[src/hdl/sdrm_pkg.sv]
// Package for the signed divider with rounding modes.
// Holds rounding mode and status codes and the per-stage record type.
// No dependencies.
package sdrm_pkg;

    typedef enum logic [2:0] {
        MODE_TRUNC = 3'd0,
        MODE_FLOOR = 3'd1,
        MODE_CEIL  = 3'd2,
        MODE_HALF  = 3'd3,
        MODE_EUCL  = 3'd4
    } mode_t;

    localparam logic [1:0] STAT_OK   = 2'd0;
    localparam logic [1:0] STAT_DIV0 = 2'd1;
    localparam logic [1:0] STAT_OVF  = 2'd2;

    // control flags carried alongside each operation through the chain
    typedef struct packed {
        logic       valid;
        logic [2:0] mode;
        logic       a_neg;
        logic       b_neg;
        logic [1:0] status;
    } sdrm_ctl_t;

endpackage

[src/hdl/sdrm_cell.sv]
// One restoring-division cell: retires one quotient bit per cycle while en is high.
// Depends on sdrm_pkg.
module sdrm_cell #(
    parameter int WIDTH = 64,
    parameter int BIT   = 0
) (
    input  logic                       aclk,
    input  logic                       aresetn,
    input  logic                       en,
    input  sdrm_pkg::sdrm_ctl_t        ctl_in,
    input  logic [WIDTH-1:0]           rem_in,
    input  logic [WIDTH-1:0]           quo_in,
    input  logic [WIDTH-1:0]           div_in,
    output sdrm_pkg::sdrm_ctl_t        ctl_out,
    output logic [WIDTH-1:0]           rem_out,
    output logic [WIDTH-1:0]           quo_out,
    output logic [WIDTH-1:0]           div_out
);
    import sdrm_pkg::*;

    sdrm_ctl_t        ctl_reg;
    logic [WIDTH-1:0] rem_reg, quo_reg, div_reg;
    logic [WIDTH:0]   trial;
    logic [WIDTH:0]   diff;
    logic             fits;
    logic [WIDTH-1:0] quo_next;

    // shift in next dividend bit (quo_in holds unprocessed dividend bits)
    assign trial = {rem_in, quo_in[BIT]};
    assign diff  = trial - {1'b0, div_in};
    assign fits  = !diff[WIDTH];

    always_comb begin
        quo_next      = quo_in;
        quo_next[BIT] = fits;
    end

    always_ff @(posedge aclk) begin
        if (!aresetn) begin
            ctl_reg <= '0;
        end else if (en) begin
            ctl_reg <= ctl_in;
        end
        if (en) begin
            rem_reg <= fits ? diff[WIDTH-1:0] : trial[WIDTH-1:0];
            quo_reg <= quo_next;
            div_reg <= div_in;
        end
    end

    assign ctl_out = ctl_reg;
    assign rem_out = rem_reg;
    assign quo_out = quo_reg;
    assign div_out = div_reg;
endmodule

[config.mk]
export PLATFORM = sky130hd
export DESIGN_NAME = sdrm_cell
export DESIGN_NICKNAME = d
export VERILOG_FILES = /design/src/hdl/sdrm_pkg.sv /design/src/hdl/sdrm_cell.sv
export SDC_FILE = /design/constraint.sdc
export NUM_CORES = 1
export LEC_CHECK = 0
export BUFFER_PORTS_ARGS = -buffer_cell sky130_fd_sc_hd__buf_4
export CORE_ASPECT_RATIO = 0.5
export CORE_MARGIN = 2
export CORE_UTILIZATION = 48
export DETAILED_ROUTE_END_ITERATION = 8
export PLACE_DENSITY = 0.85
export SLEW_MARGIN = 20
export SYNTH_ARGS = -nofsm -noshare
export SYNTH_HDL_FRONTEND = slang
export SYNTH_SLANG_ARGS = --single-unit
[constraint.sdc]
create_clock -name aclk -period 5.8 [get_ports aclk]
set_input_delay 0.29 -clock aclk [delete_from_list [all_inputs] [get_ports aclk]]
set_output_delay 0.29 -clock aclk [all_outputs]
set_load 0.02 [all_outputs]
# Word-level counts from Yosys, hierarchy flattened
# Cells that the tools add are included.
# W data, S select, Z words.
dict set report totals {
  register_bits 200
  in_bits 203
}
dict set report op_classes {
  addsub 1
  n_mux 1
  reduce_logical 1
}
# operator count
set ops {}
lappend ops {{$sub A65 B64 Y65} 1}
lappend ops {{$mux W64} 1}
lappend ops {{$logic_not A1 Y1} 1}

# Depth between registers and ports, before layout
dict set report depth {
  depth_word 2
  mapped_depth 15
  ltp_nobuf 14
}

# Least setup slack after synthesis
# Ideal clock, no wire load.
dict set report synth_timing {
  path_kind {input-to-reg}
  from {in quo_in[0]}
  to {reg rem_reg[10] (netlist: rem_out[10]), data pin}
  setup_ps 260
  arrival_time_ps 3532
  required_ps 5540
  slack_ps 2008
  stages 15
  n_path_buf 1
  cell_sequence {inv_1 -> ha_1 -> fa_1 -> and2b_1 -> o211ai_2 -> a31oi_4 -> a21boi_2 -> o311a_1 -> o31a_1 -> o41ai_4 -> and3b_1 -> nor3_4 -> inv_2 -> buf_6 -> mux2_2}
}
dict set report synth_between {
  elab_chain_cells 2
}
# element line_no
set synth_lines {}
lappend synth_lines {{start, declared} sdrm_cell.sv:12} ;# input logic [WIDTH-1:0] quo_in,
lappend synth_lines {{$sub A65 B64 Y65} sdrm_cell.sv:30} ;# assign diff = trial - {1'b0, div_in};
lappend synth_lines {{$mux W64} sdrm_cell.sv:45} ;# rem_reg <= fits ? diff[WIDTH-1:0] : trial[WIDTH-1:0];
lappend synth_lines {{end signal, assigned} sdrm_cell.sv:45}
lappend synth_lines {{end, declared} sdrm_cell.sv:22} ;# logic [WIDTH-1:0] rem_reg, quo_reg, div_reg;
# No other way between the ends.
# A chain may end at the register's enable or synchronous reset.

# Worst setup path after layout
dict set report layout_timing {
  from {in quo_in[0]}
  to {reg rem_reg[47] (netlist: rem_out[47]), data pin}
}
# The elaborated chain is that of the path after synthesis.

==> metrics.yaml <==
status: "complete, no violations"
grt_pass1_wl_um: 47600
synth-xor-area-share_pct: 4.87
nFillCells: 1665
syn_to_final_growth_pct: 37.5
endpoint_kind: "register"
initial_core_util_pct: 48.5
diodes: 0
numCtsBuffers: 17
hold_class: "input pin to register"
rrSetupSlack_ns: 5.18
final_area_um2: 15100
hold_viol: 0
synth_area_um2: 11000
clockBufferDepth: 2
hp-start: "quo_in[17]"
post-route-period-util_pct: 73.3
seq_area_frac_synth_pct: 54.0
async_flop_share_pct: 0
required_ns: 6.00
synth_top_family_by_area: "compound AO/OA/AOI/OAI gates"
layout-drive-gt1-share_pct: 36.7
h-tree-depth: 4
max_freq_ghz: 0.235
power_leakage_nw: 6.69
synthAdderAreaFrac_pct: 7.48
portBuffers: 402
total_power_mw: 4.27
clockRootBuffer: "clkbuf_16"
cts_sinks: 200
reg2reg_depth: 2
met2_usage_pct: 44.3
min_to: "quo_out[17]$_DFFE_PP_"
place_hpwl_um: 24300
drt-pass1-iter-count: 5
hold_depth: 1
grt_start_max_net_pins: 78
crit_arrival_ns: 4.45
first_global_vias: 8914
drt_iter0_markers: 752
synth_compound_area_share_pct: 13.3
wl_per_cell_um: 18.9
placementRows: 39
max-vdd-ir-drop_mv: 0.195
syn_nets: 1194
ant_nets: 0
vias: 9037
synthMuxAreaShare_pct: 7.37
postCtsSetupRepairBufs: 0
die_w_um: 218
r2r_end: "ctl_out[7]$_SDFFE_PN0P_"
met3_usage_pct: 4.55
track_usage_pct: 25.2
rsz0062_at_grt: "false"
post_drt_via_cell_ratio: 5.43
tritoncts: "done"
top_usage_layer: "met2"
instances_no_fill: 1664
ys_types: 70
clkLatencyLatePin_ns: 0.44
crit_path_start_kind: "input pin"
synthCells: 926
fp.dieArea_um2: 24200
path_clk_slew_ns: 0.08
synth_edf_count: 192
antenna_found_initial: 0
grt_use_met1_pct: 31.4
avgSynthCellArea_um2: 11.8
overflow: 0
fin_skew_ns: 0
yosysWarnings: 0
drv_slew: 0
place_ws_ns: 1.07
tns_ns: 0
maxSlewHeadroom_pct: 40.7
seq_area_um2: 5930
cp_max_fo: 40
drt_wl_total_um: 31500
final_nets: 1612
core-area_um2: 22600
ios: 403
die_height_um: 111
ys_ff_latch: 200
worst_slack_ns: 1.55
synthSimpleGateAreaFrac_pct: 8.45
finalWeightedCongestion: 0.909
cellPowerDensity_nw_per_um2: 283
drv_cap: 0
post-route-drc-count: 0
synth_ff_type: "edfxtp_1"
tightestPinTransition_ns: 0.889
setup_viol: 0
place_area_um2: 14300
multi_input_area_um2: 4550
period_minus_slack_ns: 4.25
dp.cells: 1609
critical_path_class: "input pin to register"
regToRegStartpoint: "ctl_out[7]$_SDFFE_PN0P_"
==> critical path, cell delays in order <==
cell      delay, ns
buf_4          0.08
inv_1          0.04
ha_1           0.21
fa_1           0.40
and2b_1        0.26
o211ai_2       0.13
a31oi_4        0.23
a21boi_2       0.12
o311a_1        0.40
o31a_1         0.39
o41ai_4        0.37
and3b_1        0.28
nor3_4         0.07
inv_2          0.44
buf_12         0.30
mux2_2         0.37
==> repair_timing <==
| item | CTS | global route |
|---|---|---|
| resized for setup | 0 | 0 |
| endpoints found under the setup margin | 0 | 0 |
| endpoints found under the hold margin | 12 | 11 |
| hold buffers | 12 | 11 |
==> placed cells by master (no fill, tap or decap), drive strengths merged, types with 26 or more instances in the layout <==
| cell type | netlist | layout |
|---|---|---|
| nor2 | 45 | 45 |
| o21ai | 40 | 40 |
| inv | 87 | 94 |
| xor2 | 26 | 26 |
| nand2 | 61 | 61 |
| buf | 9 | 406 |
| ha | 64 | 64 |
| mux2 | 62 | 62 |
| a21oi | 72 | 72 |
| a21o | 26 | 26 |
| xnor2 | 35 | 35 |
| edfxtp | 192 | 192 |
==> worst max-delay path by stage <==
stage              start                     to  slack, ns  cells past startpoint
6_report       quo_in[0]  rem_out[47]$_DFFE_PP_       1.55                     16
5_1_grt        quo_in[0]  rem_out[29]$_DFFE_PP_       1.34                     16
4_1_cts        quo_in[0]  rem_out[52]$_DFFE_PP_       1.54                     16
3_5_place_dp   quo_in[0]  rem_out[52]$_DFFE_PP_       1.07                     16
3_3_place_gp   quo_in[0]  rem_out[31]$_DFFE_PP_       1.22                     16
2_1_floorplan  quo_in[0]  rem_out[10]$_DFFE_PP_       2.01                     15
==> logic make-up (layout without fill, tap and decap cells) <==
kind of cell | Yosys count | count (layout)
buf+inv | 118 | 549
simple gates | 189 | 189
compound gates | 220 | 220
xor+xnor | 61 | 61
flops | 200 | 200
fa+ha+maj | 65 | 65
mux | 73 | 73
==> where the power goes <==
| group | internal [mW] | leakage (nW) | switching, mW |
|---|---|---|---|
| Clock | 0.619 | 0.283 | 0.601 |
| Sequential | 1.77 | 1.95 | 0.0506 |
| Combinational | 0.557 | 4.46 | 0.674 |
| Total | 2.95 | 6.69 | 1.33 |
==> Yosys cell counts (all sizes together) (2+ instances only) <==
cell type / number / area, µm²
o41ai: 3 / 45.1
nor3: 6 / 41.3
o21ai: 40 / 200
and2: 3 / 18.8
mux2: 62 / 698
a21boi: 6 / 48.8
nand3: 13 / 65.1
mux2i: 11 / 110
xor2: 26 / 228
nand2: 61 / 229
o211ai: 8 / 65.1
nand2b: 4 / 25.0
o21a: 12 / 90.1
a21o: 26 / 195
a31oi: 6 / 52.6
dfxtp: 8 / 160
edfxtp: 192 / 5770
inv: 87 / 327
a311oi: 4 / 35.0
and3: 6 / 37.5
nand4: 17 / 106
buf: 9 / 82.6
clkbuf: 22 / 86.3
a211o: 4 / 35.0
a211oi: 8 / 60.1
nor4: 3 / 25.0
nand3b: 2 / 15.0
ha: 64 / 801
xnor2: 35 / 307
or3: 3 / 18.8
a31o: 4 / 35.0
and4: 2 / 17.5
nor2: 45 / 169
a21oi: 72 / 364
or2: 4 / 25.0
o2111ai: 4 / 35.0
nor2b: 15 / 93.8
o21bai: 10 / 75.1
==> area by class of cell <==
type,count,share of cell area (%)
Timing Repair Buffer,430,21.9
Sequential cell,200,39.3
Tap cell,307,2.55
Clock buffer,19,2.87
Multi-Input combinational cell,608,30.2
Inverter,87,2.17
Clock inverter,13,1.06
==> sequential cells by signal, summed over array words and instances (netlist names) <==
name     cells
div_out     64
quo_out     64
rem_out     64
ctl_out      8
==> through the flow <==
step / util [%] / hold slack [ns]
after floorplan: - / 0.389
after global placement: 63.0 / 0.468
after detailed placement: 63.0 / 0.469
after CTS: 66.1 / 0.000239
after global routing: 66.6 / -0.00576
final: 66.6 / 0.0164
==> metal layers <==
layer / part of all wire, % / up-vias
met5: 0 / -
met4: 3.1 / 0
met3: 5.6 / 59
met2: 51 / 328
met1: 41 / 4400
li1: - / 4250
(Power assumes the default switching activity.)
