$ cat src/hdl/sdrm_pkg.sv
// Package for the signed divider with rounding modes.
// Holds rounding mode and status codes and the per-stage record type.
// No dependencies.
package sdrm_pkg;

    typedef enum logic [2:0] {
        MODE_TRUNC = 3'd0,
        MODE_FLOOR = 3'd1,
        MODE_CEIL  = 3'd2,
        MODE_HALF  = 3'd3,
        MODE_EUCL  = 3'd4
    } mode_t;

    localparam logic [1:0] STAT_OK   = 2'd0;
    localparam logic [1:0] STAT_DIV0 = 2'd1;
    localparam logic [1:0] STAT_OVF  = 2'd2;

    // control flags carried alongside each operation through the chain
    typedef struct packed {
        logic       valid;
        logic [2:0] mode;
        logic       a_neg;
        logic       b_neg;
        logic [1:0] status;
    } sdrm_ctl_t;

endpackage

$ cat src/hdl/sdrm_round.sv
// Final stage: applies rounding mode, sign, remainder correction and the divide-by-zero and overflow results.
// Depends on sdrm_pkg.
module sdrm_round #(
    parameter int WIDTH = 64
) (
    input  sdrm_pkg::sdrm_ctl_t ctl,
    input  logic [WIDTH-1:0]    mq,
    input  logic [WIDTH-1:0]    mr,
    input  logic [WIDTH-1:0]    ub,
    output logic [WIDTH-1:0]    q,
    output logic [WIDTH-1:0]    r
);
    import sdrm_pkg::*;

    logic       neg, inexact, away, half;
    logic [2:0] m;
    logic [WIDTH-1:0] mq1;

    always_comb begin
        neg     = ctl.a_neg ^ ctl.b_neg;
        inexact = mr != '0;
        half    = mr >= (ub - mr);
        m       = ctl.mode;
        if (m == MODE_EUCL) m = ctl.b_neg ? MODE_CEIL : MODE_FLOOR;
        case (m)
            MODE_FLOOR: away = inexact && neg;
            MODE_CEIL:  away = inexact && !neg;
            MODE_HALF:  away = inexact && half;
            default:    away = 1'b0;
        endcase
        mq1 = mq + WIDTH'(away);
        q   = neg ? '0 - mq1 : mq1;
        // remainder adjusts by a divisor-magnitude step when rounding away
        if (!away) r = ctl.a_neg ? '0 - mr : mr;
        else       r = ctl.a_neg ? ub - mr : mr - ub;
        if (ctl.status == STAT_DIV0) begin
            q = '0;
            r = '0;
        end else if (ctl.status == STAT_OVF) begin
            q = {1'b1, {(WIDTH-1){1'b0}}};
            r = '0;
        end
    end
endmodule

$ cat config.mk
export PLATFORM = sky130hd
export DESIGN_NAME = sdrm_round
export DESIGN_NICKNAME = d
export VERILOG_FILES = /design/src/hdl/sdrm_pkg.sv /design/src/hdl/sdrm_round.sv
export SDC_FILE = /design/constraint.sdc
export NUM_CORES = 1
export LEC_CHECK = 0
export BUFFER_PORTS_ARGS = -buffer_cell sky130_fd_sc_hd__buf_2
export CAP_MARGIN = 20
export CELL_PAD_IN_SITES_DETAIL_PLACEMENT = 2
export CELL_PAD_IN_SITES_GLOBAL_PLACEMENT = 2
export CORE_MARGIN = 5
export CORE_UTILIZATION = 28
export DETAILED_ROUTE_END_ITERATION = 10
export PLACE_DENSITY = 0.84
export SLEW_MARGIN = 20
export SYNTH_ARGS = -nofsm -noshare
export SYNTH_HDL_FRONTEND = slang
export SYNTH_SLANG_ARGS = --single-unit
$ cat constraint.sdc
create_clock -name vclk -period 15.4
set_input_delay 3.85 -clock vclk [all_inputs]
set_output_delay 3.85 -clock vclk [all_outputs]
set_load 0.005 [all_outputs]
# Yosys cells after proc, flatten, opt, wreduce, memory -nomap -nowiden
# Index checks and enable logic that the tools add are counted.
[word_totals]
reg_bits = 0
in_bits = 200
output_inout_bits = 128
word_cells = 29
[op_classes]
addsub = 5
n_lt_le_gt_ge = 1
eq_ne = 6
muxes = 11
n_bitwise = 1
reduce_logical = 5
[op_table]
columns = ["operator", "n"]
rows = [
  ["$mux W64", 8],
  ["$sub A1 B64 Y64 const A", 2],
  ["$sub A64 B64 Y64", 2],
  ["$add A64 B1 Y64", 1],
  ["$ge A64 B64 Y1", 1],
  ["$reduce_bool A64 Y1", 1],
  ["$eq A3 B2 Y1 const B", 2],
  ["$eq A3 B1 Y1 const B", 1],
  ["$eq A3 B3 Y1 const B", 1],
  ["$logic_and A1 B1 Y1", 3],
  ["$mux W3", 1],
  ["$pmux W1 S3", 1],
  ["$eq A2 B1 Y1 const B", 1],
  ["$eq A2 B2 Y1 const B", 1],
  ["$mux W2", 1],
  ["$logic_not A1 Y1", 1],
  ["$xor A1 B1 Y1", 1],
]

# Depth between registers and ports, before layout
# Gate-level depths: netlist of the first run.
[logic_depth]
depth_word = 9
ltp_mapped = 39
depth_no_buf = 33

# Worst setup path before layout of the first run
# Ideal clock, no wire load.
[synth_timing]
path_kind = "input to output"
start = "input ub[0]"
end = "output q[57]"
t_arrival_ns = 11.588
t_required_ns = 11.550
setup_slack_ns = -0.038
cell_stages = 38
path_buffers = 5
path_cell_list = "inv_1 -> ha_1 -> inv_1 -> fa_1 -> a211oi_1 -> o31ai_1 -> a211oi_1 -> o21ba_2 -> o21a_1 -> o21ai_0 -> a21boi_0 -> nor3_1 -> nor2_1 -> xnor2_1 -> ha_1 -> nand2_1 -> o21ai_0 -> a21oi_1 -> (+2 left out) -> a21oi_2 -> buf_2 -> buf_2 -> ha_1 -> ha_1 -> buf_2 -> and4_1 -> clkbuf_1 -> nand4_1 -> xnor2_1 -> or3_1 -> or4_1 -> nor4_4 -> and3_1 -> buf_2 -> nand3_1 -> o21ai_0 -> mux2i_1"
[synth_between]
elab_chain_len = 9
[synth_lines]
columns = ["element", "line_no", "source"]
rows = [
  ["from (decl)", "sdrm_round.sv:9", "input logic [WIDTH-1:0] ub,"],
  ["$sub A64 B64 Y64 *", "sdrm_round.sv:22", "half = mr >= (ub - mr);"],
  ["$ge A64 B64 Y1 *", "sdrm_round.sv:22", ""],
  ["$logic_and A1 B1 Y1 *", "sdrm_round.sv:28", "MODE_HALF: away = inexact && half;"],
  ["$pmux W1 S3 *", "sdrm_round.sv:25", "case (m)"],
  ["$add A64 B1 Y64 *", "sdrm_round.sv:31", "mq1 = mq + WIDTH'(away);"],
  ["$sub A1 B64 Y64", "sdrm_round.sv:32", "q = neg ? '0 - mq1 : mq1;"],
  ["$mux W64 *", "sdrm_round.sv:32", ""],
  ["$mux W64 *", "sdrm_round.sv:39", "end else if (ctl.status == STAT_OVF) begin"],
  ["$mux W64 *", "sdrm_round.sv:36", "if (ctl.status == STAT_DIV0) begin"],
  ["to (decl)", "sdrm_round.sv:10", "output logic [WIDTH-1:0] q,"],
]
# Mark *: on every way between the ends. The rest lies on a longest branch, timed or not.

# Worst setup path in the final report of the first run
[layout_timing]
start = "input ub[0]"
end = "output q[55]"
# Same word-level chain as after synthesis.

==> results of run 1 <==
[worst max-delay path: cells and delay by family]
family	cells	cell delay (ps)
adder cells (fa/ha/maj)	4	1070
AO/OA/AOI/OAI	12	2370
AND/OR/NAND/NOR	12	3210
buffers and inverters	9	1270
XOR/XNOR	1	130
[worst max path at each step]
stage	cells past startpoint	from	slack, ps	to
after detailed placement	42	ub[0]	-1360	q[57]
after CTS	39	ub[0]	-110	q[55]
final	38	ub[0]	-410	q[55]
after floorplan	36	ub[0]	2	q[63]
after global routing	39	ub[0]	-550	q[47]
after global placement	42	ub[0]	-1070	q[57]
[synthesized netlist by cell type, drive strengths merged, types with 9 or more instances]
cell type,number,area (sq um)
or4,17,143
xnor2,229,2010
a21o,62,465
nor4,21,161
a41oi,11,96.3
ha,194,2430
o31ai,39,293
o21a,17,128
o211ai,21,163
nor2,240,901
or3,24,150
mux2i,18,180
and4,15,131
inv,185,694
nor2b,10,62.6
buf,37,178
o41ai,13,114
xor2,76,666
and3,22,138
a21boi,9,67.6
o22ai,10,62.6
o21ai,212,1060
a21oi,284,1430
clkbuf,102,385
a211oi,49,368
o21bai,46,345
nand2,194,736
and2,16,100
nor3,73,388
nand3,65,330
nand4,81,507
a31oi,36,225
or2,12,75.1
[cell type report]
type / instances / area [sq um] / area share [%]
multi-input cells: 2219 / 16000 / 65.7
well taps: 765 / 957 / 3.93
inverters: 186 / 707 / 2.90
repair buffers: 977 / 6690 / 27.5
diodes: 3 / 7.51 / 0.0308
[cell usage in the layout, fill, tap and decap left out, types with 59 or more instances in the layout]
cell type and count:
a21oi_1 270, a21o_1 62, o21ai_0 186, nand3_1 59
nand2_1 191, buf_2 324, nand4_1 81, buf_4 628
xor2_1 71, nor2_1 232, inv_1 182, xnor2_1 220
ha_1 182
[power groups by stage]
stage                         Clock, mW  Sequential, mW  Combinational [mW]
after floorplan                       0               0               0.520
after global placement                0               0               0.976
after detailed placement              0               0                1.06
after CTS                             0               0                1.10
after global routing      0.00000000869               0                1.23
final                      0.0000000176               0                1.18
[what timing repair did]
action                     CTS  global route
gates cloned                 1             1
pin swaps                   63            46
buffers inserted            22            29
setup endpoints to repair   51            43
gates resized for setup    135           117
[layer usage]
layer,share of wire (%),global-route usage (%),vias to the layer above
met5,0.078,0,-
met4,7.0,16.0,12
met3,5.8,3.88,472
met2,49,60.2,1195
met1,38,37.9,12558
li1,-,-,10891
[cells by family after synthesis]
group	after synthesis	share of synthesized area, %
AOI/OAI and AO/OA	876	33.7
xor gates and xnor gates	305	16.6
adders and majority gates	197	15.4
buffers and inverters	325	7.82
muxes	20	1.33
and+or+nand+nor	821	25.3
[through the flow]
stage	worst slack, ps	std cells	utilization, %
after floorplan	2.33	2544	-
after global placement	-1070	4104	39.7
after detailed placement	-1360	4104	39.7
after CTS	-110	4124	41.1
after global routing	-549	4148	42.4
final	-407	4150	42.4
==> impl_metrics.ini, run 1 <==
[outcome]
status = complete, but fails checks
violations = negative setup slack

[power]
power.total_mw = 1.18
powerDensity_nw_per_um2 = 48.5
p_leak_nw = 11.3
peakVddDrop_uv = 47.2
p_sw_share_pct = 59.8
pwr-share-comb_pct = 100.0
p_clk_share_pct = 0
p_sw_mw = 0.706
internal_power_mw = 0.475
seq_power_share_pct = 0

[grt]
grt_max_degree = 83
grt_pass1_wl_mm = 165
grt_pass1_vias = 27364
grt_overflow_total = 0
antenna_found_initial = 9
grt_usage_pct = 32.9

[hold_path]
worst_hold_startpoint = mq[24]
holdPathStages = 4
hp-class = primary input to output port
min_to = q[24]

[setup_path]
cp.arrival_ps = 11960
worst-path-max-fanout = 8
critical_path.slowest_cell = or4_4
cp.required_ps = 11550
cpPeakStageDelay_ps = 540
crit_path_end_kind = output port
startpoint_type = primary input
critPathKind = primary input to output port

[timing]
worstMarginPinSlew_ps = 1170
holdWs_ps = 8180
setup_tns_ps = -9150
fin_ws_ps = -407
max_freq_mhz = 63.3
rsz0062_at_grt = yes
timing.slew.headroom_pct = 21.8
drv_slew = 0
period_share_pct = 103
setup_viol = 37
layout_min_cycle_time_ps = 15810
hold_violations = 0

[route]
drc = 0
avgRoutedWirePerCell_um = 28.8
via_count = 25128
avgViaCountPerCell = 6.05
routed_wirelength_mm = 119
initialDrtViolationCount = 1852
ant_nets = 0
dr.pass1.iters = 5

[synth]
yosysSeqAreaShare_pct = 0
synth_area_sq_um = 16100
syn_area_per_cell_sq_um = 6.34
synth_nets = 2940
ys_warn_count = 0
synthCells = 2544
synth.distinct_cells = 87

[layout]
drive_above_1_share_pct = 34.4
regArea_sq_um = 0
fill_cells = 6793
clock_buffers = 0
postLayoutCellArea_sq_um = 24300
nNetsFinal = 3780
flops_and_latches = 0
area_growth_syn_to_layout_pct = 50.9

[floorplan]
core_area_sq_um = 57400
pin_count = 328
start_util_pct = 28.1
dieArea_sq_um = 62500
die_h_um = 250
rows = 88
fp.dieW_um = 250

[clock_tree]
ctsHoldBuffers = 0

[placed_design]
post_dp_cell_area_sq_um = 22800
port_buffers = 327
hpwlAfterDp_mm = 92.7
gp_congestion = 0.981

[run]
cap_violations = 0
Power figures use the tool's default switching activity.
==> inputs of run 2 (changes only) <==
Settings changed: CORE_UTILIZATION 28 to 24, PLACE_DENSITY 0.84 to 0.75, RECOVER_POWER set to 100.
==> run 2 against run 1 <==
- the run still ends with negative setup slack left
- critical path depth up 5
- sequential cell count unchanged
- critical endpoint is now q[63]
- global-route usage down 5.0 points
- die area up 16%
- largest power group unchanged
- via count down 2.9%
- utilization down 5.5 points
- worst setup slack worse by 81 ps
- clock-buffer cell count unchanged
- maximum frequency down 0.51%
==> impl_metrics.ini, run 2 (synthesis gave the netlist of run 1 again) <==
[outcome]
status = complete, but fails checks
violations = negative setup slack

[grt]
grt_pass1_vias = 26709
grt_overflow_total = 0
grt_pass1_wl_mm = 164
grt_usage_pct = 27.9
grt_max_degree = 73
antenna_found_initial = 10

[power]
p_sw_share_pct = 58.7
p_sw_mw = 0.665
powerDensity_nw_per_um2 = 45.8
pwr-share-comb_pct = 100.0
seq_power_share_pct = 0
internal_power_mw = 0.467
p_leak_nw = 11.5
power.total_mw = 1.13
p_clk_share_pct = 0
peakVddDrop_uv = 20.2

[floorplan]
core_area_sq_um = 66900
dieArea_sq_um = 72500
start_util_pct = 24.1
fp.dieW_um = 269
rows = 95
die_h_um = 269
pin_count = 328

[setup_path]
critical_path.slowest_cell = nor4bb_4
cpMostUsedCell = buf_4
cpPeakStageDelay_ps = 470
critPathKind = primary input to output port
crit_path_end_kind = output port
worst-path-max-fanout = 7
timing.critical_path.buf_inv = 15
crit_family = compound AO/OA/AOI/OAI gates
cp.arrival_ps = 12040
startpoint_type = primary input
cp.required_ps = 11550

[layout]
nNetsFinal = 3782
layout_commonest_cell = buf_4
regArea_sq_um = 0
clock_buffers = 0
flops_and_latches = 0
final_cell_mix = buf_4 (618), buf_2 (323), a21oi_1 (266)
fill_cells = 8084
post-route-util_pct = 36.9
drive_above_1_share_pct = 35.0
area_growth_syn_to_layout_pct = 53.2

[hold_path]
hp-class = primary input to output port

[route]
via_count = 24411
routed_wirelength_mm = 115
dr.pass1.iters = 5
avgViaCountPerCell = 5.72
drc = 0
avgRoutedWirePerCell_um = 26.9
ant_nets = 0
initialDrtViolationCount = 1405

[timing]
fin_ws_ps = -488
setup_tns_ps = -10720
period_share_pct = 103
setup_viol = 42
worstMarginPinSlew_ps = 1040
drv_slew = 0
max_freq_mhz = 62.9
layout_min_cycle_time_ps = 15890
hold_violations = 0
rsz0062_at_grt = yes
holdWs_ps = 8200
timing.slew.headroom_pct = 28.5

[placed_design]
gp_congestion = 0.961
hpwlAfterDp_mm = 87.9
port_buffers = 327

[run]
cap_violations = 0
==> run 2: changes by cell type in the layout (fill, tap and decap cells not counted), sizes merged <==
cell      change
diode         +5
buf           +3
clkbuf        -1
clkinv        +1
clkinvlp      -1
==> run 2: metal layers <==
metal,GRT usage (%),wire (um)
met5,0,42
met4,9.57,5780
met3,2.72,5530
met2,51.5,56400
met1,33.8,47000
==> run 2: cell type report <==
class              instances  area (sq um)  area share (%)
multi-input cells       2219         16100            65.3
inverters                186           703            2.84
repair buffers           979          6760            27.3
diodes                     8          20.0          0.0810
well taps                873          1090            4.42
==> run 2: path summary, 6_finish.rpt <==
| kind | start | to | cells after the start |
|---|---|---|---|
| min | mq[24] | q[24] | 4 |
| max | ub[0] | q[63] | 43 |
==> run 2: through the flow <==
step           std cells  setup WS [ps]  instance area, sq um
3_5_place_dp        4193          -1500                 22800
6_report            4265           -488                 24700
3_3_place_gp        4193          -1230                 22800
5_1_grt             4261           -627                 24700
4_1_cts             4223           -217                 23900
2_1_floorplan       2544           2.33                 16100
==> run 2: timing repair <==
action / 4_1_cts / 5_1_grt
setup endpoints to repair: 52 / 47
gates cloned: 1 / 0
hold buffers: 0 / 0
resized for setup: 180 / 114
pin swaps: 73 / 63
buffers inserted: 35 / 37
==> run 2: power by group through the flow <==
stage | clock [mW] | sequential, mW | combinational (mW)
after floorplan | 0 | 0 | 0.520
after global placement | 0 | 0 | 0.982
after detailed placement | 0 | 0 | 1.03
after CTS | 0 | 0 | 1.07
after global routing | 0.0000000348 | 0 | 1.21
final | 0.0000000698 | 0 | 1.13
